**config.mk**
```make
export PLATFORM = sky130hd
export DESIGN_NAME = rlfm_table
export DESIGN_NICKNAME = d
export VERILOG_FILES = /design/src/rlfm_pkg.sv /design/src/rlfm_table.sv
export SDC_FILE = /design/constraint.sdc
export NUM_CORES = 1
export LEC_CHECK = 0
export BUFFER_PORTS_ARGS = -buffer_cell sky130_fd_sc_hd__buf_2
export CORE_MARGIN = 10
export CORE_UTILIZATION = 45
export DETAILED_ROUTE_END_ITERATION = 8
export SKIP_CTS_REPAIR_TIMING = 1
export SYNTH_ARGS = -nofsm -noshare
export SYNTH_HDL_FRONTEND = slang
export SYNTH_SLANG_ARGS = --single-unit
```
**constraint.sdc**
```tcl
create_clock -name clk_i -period 2.7 [get_ports clk_i]
set_input_delay 0.54 -clock clk_i [delete_from_list [all_inputs] [get_ports clk_i]]
set_output_delay 0.54 -clock clk_i [all_outputs]
set_load 0.1 [all_outputs]
```
**src/rlfm_pkg.sv**
```systemverilog
`timescale 1ns / 1ps
// Shared types and constants of the region lock FIFO manager.
// Used by the table and the core modules; depends on nothing else.
package rlfm_pkg;

  localparam int unsigned TASK_W   = 6;
  localparam int unsigned REGION_W = 6;
  localparam int unsigned OP_W     = 2;
  localparam int unsigned CFG_W    = 5;

  localparam logic [CFG_W-1:0]    CFG_RESET    = 5'd16;
  localparam logic [REGION_W-1:0] REGION_DUMMY = 6'h3F;

  localparam logic [OP_W-1:0] OP_BEGIN = 2'd0;
  localparam logic [OP_W-1:0] OP_END   = 2'd1;
  localparam logic [OP_W-1:0] OP_QUERY = 2'd2;

  typedef enum logic [2:0] {
    ST_GRANTED       = 3'd0,
    ST_QUEUED        = 3'd1,
    ST_FREED         = 3'd2,
    ST_HANDOVER      = 3'd3,
    ST_BAD_REGION    = 3'd4,
    ST_ALREADY_OWNER = 3'd5,
    ST_NOT_OWNER     = 3'd6,
    ST_QUEUE_FULL    = 3'd7
  } status_e;

  typedef struct packed {
    logic              valid;
    logic [TASK_W-1:0] task_id;
  } owner_t;

endpackage

```
**src/rlfm_table.sv**
```systemverilog
`timescale 1ns / 1ps
// Per-region state: owner, ring head, ring tail and waiter count.
// One combinational read port, one write port; uses rlfm_pkg.
module rlfm_table import rlfm_pkg::*; #(
  parameter int unsigned NUM_REGIONS = 16,
  parameter int unsigned NUM_TASKS   = 64,
  localparam int unsigned RIDX_W = (NUM_REGIONS > 1) ? $clog2(NUM_REGIONS) : 1,
  localparam int unsigned PTR_W  = (NUM_TASKS > 1) ? $clog2(NUM_TASKS) : 1,
  localparam int unsigned CNT_W  = $clog2(NUM_TASKS + 1)
) (
  input  logic              clk_i,
  input  logic              rst_ni,
  input  logic [RIDX_W-1:0] rd_idx_i,
  output owner_t            rd_owner_o,
  output logic [PTR_W-1:0]  rd_head_o,
  output logic [PTR_W-1:0]  rd_tail_o,
  output logic [CNT_W-1:0]  rd_count_o,
  input  logic              wr_en_i,
  input  logic [RIDX_W-1:0] wr_idx_i,
  input  owner_t            wr_owner_i,
  input  logic [PTR_W-1:0]  wr_head_i,
  input  logic [PTR_W-1:0]  wr_tail_i,
  input  logic [CNT_W-1:0]  wr_count_i
);

  owner_t           owner_q [NUM_REGIONS];
  logic [PTR_W-1:0] head_q  [NUM_REGIONS];
  logic [PTR_W-1:0] tail_q  [NUM_REGIONS];
  logic [CNT_W-1:0] count_q [NUM_REGIONS];

  always_ff @(posedge clk_i or negedge rst_ni) begin
    if (!rst_ni) begin
      for (int i = 0; i < NUM_REGIONS; i++) begin
        owner_q[i] <= '0;
        head_q[i]  <= '0;
        tail_q[i]  <= '0;
        count_q[i] <= '0;
      end
    end else if (wr_en_i) begin
      owner_q[wr_idx_i] <= wr_owner_i;
      head_q[wr_idx_i]  <= wr_head_i;
      tail_q[wr_idx_i]  <= wr_tail_i;
      count_q[wr_idx_i] <= wr_count_i;
    end
  end

  assign rd_owner_o = owner_q[rd_idx_i];
  assign rd_head_o  = head_q[rd_idx_i];
  assign rd_tail_o  = tail_q[rd_idx_i];
  assign rd_count_o = count_q[rd_idx_i];

endmodule

```
==> results.cfg <==
[final_layout]
final_area_mm2 = 0.0221
post-route-util_pct = 54.2
layout-drive-gt1-share_pct = 63.2
area_delta_synth_final_pct = 19.1
n_antenna_cell = 0
final_nets = 1268
nFillCells = 3258

[floorplanning]
core_area_mm2 = 0.0408
core.rowCount = 74
initial_utilization_pct = 45.5
die_y_um = 223
pin_count = 63
die_x_um = 223
die_area_mm2 = 0.0499

[hold_path]
min_path_type = in -> reg
hold_path_end = tail_q[83]
holdPathStages = 2
hold_start = wr_tail_i[5]

[pwr]
p_sw_mw = 5.13
power_frac_seq_pct = 44.8
p_comb_share_pct = 21.8
clockPowerShare_pct = 33.3
swShare_pct = 27.4
peakVddDrop_uv = 383
p_leak_nw = 9.46
power_per_cell_area_mw_per_mm2 = 845
p_int_mw = 13.6

[clock_tree]
clk_pin_slew_ns = 0.06
clk_latency_ns = 0.56
cts_tree = built
cts_made_buffers = 47
cts.path.max_buffers = 3
clockRootBuffer = clkbuf_16
cts_sinks = 416
cts-htree-levels = 2

[grt]
grt_pass1_wl_um = 71800
grt_pass1_vias = 11400
grtUsageTotal_pct = 18.7
grt-ovfl-total = 0
grt_antenna_before_repair = 4
grt_max_degree = 80

[timing]
postLayoutSetupSlackWorst_ns = 0.0276
slew_headroom_pct = 61.0
worst_clock_skew_ns = 0
hold_violations = 0
setup_viol = 0
fmax_ghz = 0.374
rsz0062_at_grt = true
min_period_ns = 2.67
tns_ns = 0
final_max_slew_viol_count = 0
finalCritPeriodShare_pct = 99.0
worst_slew_pin_slew_ns = 0.584

[placement]
gp_congestion = 0.738
hpwl_um = 26000
pre_cts_ws_ns = -0.0877
placed_area_mm2 = 0.0203
portBuffers = 62

[routing]
wl_per_cell_um = 25.7
viasPerCell = 5.79
vias = 10400
drc = 0
antenna_left = 0
firstDrtPassIters = 6
drt_iter0_markers = 594
wl_um = 46100

[synth]
synth.distinct_cells = 23
yosysWarnings = 0
synth-main-ff-cell = dfrtp_1
synth_top_area_share_pct = 56.0
seq_area_frac_synth_pct = 56.0
synth_edf_count = 0
synth_top_area_cell = dfrtp_1
syn_avg_cell_area_um2 = 16.3
ys_top_cells_by_area = dfrtp_1 (56%), mux2_2 (25%), mux4_2 (13%), a22oi_1 (2.1%), buf_2 (1.0%)
synth.cells.most_frequent = dfrtp_1 (416), mux2_2 (416), mux4_2 (104), a22oi_1 (52), clkbuf_1 (40)
synth_nets = 1177
netlist_area_mm2 = 0.0186
ys_seq_elements = 416
synthArstFlopShare_pct = 100
netlist_instances = 1140

[setup_path]
r2r_slack_ns = 1.91
crit_fanout = 13
critPathCaptureType = output pin
reg2reg_depth = 1
rr_startpoint = count_q[79]
cp.required_ns = 2.16
worstReg2RegEnd = count_q[79]
critPathLaunch = rd_idx_i[0]
worstSetupStartpointType = input port
crit_type = in -> out
arrival_ns = 2.13

[job]
maxCapViolCount = 0

[run_status]
status = finished clean
-- per-layer routing --
metal  track usage (%)  up-vias  share of wire, %
li1                  -     4466                 -
met1              27.7     5712                49
met2              27.9      171                45
met3              3.07       56               4.2
met4              4.75        6               1.7
met5                 0        -             0.072
-- worst max-delay path, cell delays in order --
cell,delay [ns]
buf_12,0.18
buf_4,0.22
mux4_2,0.51
a22oi_1,0.21
buf_4,0.16
nand2_4,0.04
buf_4,0.23
-- layout make-up --
type / instances / area, um^2 / area share, %
Clock buffer: 73 / 1400 / 6.34
Clock inverter: 10 / 104 / 0.469
Multi-Input combinational cell: 626 / 8090 / 36.5
Sequential cell: 416 / 10400 / 47.0
Tap cell: 532 / 666 / 3.01
Timing Repair Buffer: 140 / 1470 / 6.62
-- power by group through the flow --
stage / Sequential (mW) / Combinational, mW / Clock (mW)
6_report: 8.39 / 4.08 / 6.23
5_1_grt: 8.56 / 4.38 / 6.65
4_1_cts: 8.38 / 3.99 / 6.39
3_5_place_dp: 8.48 / 3.98 / 0
3_3_place_gp: 8.44 / 3.89 / 0
2_1_floorplan: 8.22 / 3.18 / 0
-- registers in the layout, indices dropped and copies added (netlist names) --
signal / count
count_q: 112
head_q: 96
owner_q: 112
tail_q: 96
-- worst max-delay path by stage --
stage | endpoint | slack [ns] | cells after the start
after floorplan | rd_head_o[0] | 0.001 | 6
after global placement | rd_tail_o[4] | -0.09 | 7
after detailed placement | rd_tail_o[1] | -0.09 | 7
after CTS | rd_tail_o[1] | -0.1 | 7
after global routing | rd_owner_o[0] | -0.03 | 7
final | rd_count_o[2] | 0.03 | 7
-- cells by family after synthesis --
kind of cell	count (synthesis)	share of synthesized area, %
buffers and inverters	98	2.54
DFF	416	56.0
AOI/OAI and AO/OA	52	2.10
and+or+nand+nor	54	1.59
muxes	520	37.8
-- stage by stage --
step	hold slack, ns	std cells	power, mW
after detailed placement	0.486	1710	12.5
after global placement	0.482	1710	12.3
after global routing	0.439	1797	19.6
after floorplan	0.244	1140	11.4
final	0.428	1797	18.7
after CTS	-0.117	1793	18.8
-- placed cells by master (no fill, tap or decap), types with 2 or more instances in the layout --
cell type | netlist | routed
dfrtp_1 | 416 | 416
or3_2 | 0 | 2
clkbuf_8 | 0 | 13
clkbuf_16 | 0 | 50
clkinv_2 | 0 | 7
nand2b_1 | 4 | 2
nor2_4 | 0 | 10
clkbuf_1 | 40 | 13
buf_16 | 0 | 3
buf_4 | 7 | 56
a22oi_2 | 0 | 21
buf_12 | 0 | 30
mux4_2 | 104 | 104
nand2_4 | 0 | 26
buf_2 | 39 | 35
nand2b_2 | 0 | 2
nor2b_4 | 0 | 2
a22oi_1 | 52 | 31
mux2_2 | 416 | 416
clkbuf_4 | 0 | 10
bufinv_16 | 0 | 2
Note: power is estimated with default switching activity, not from simulation.
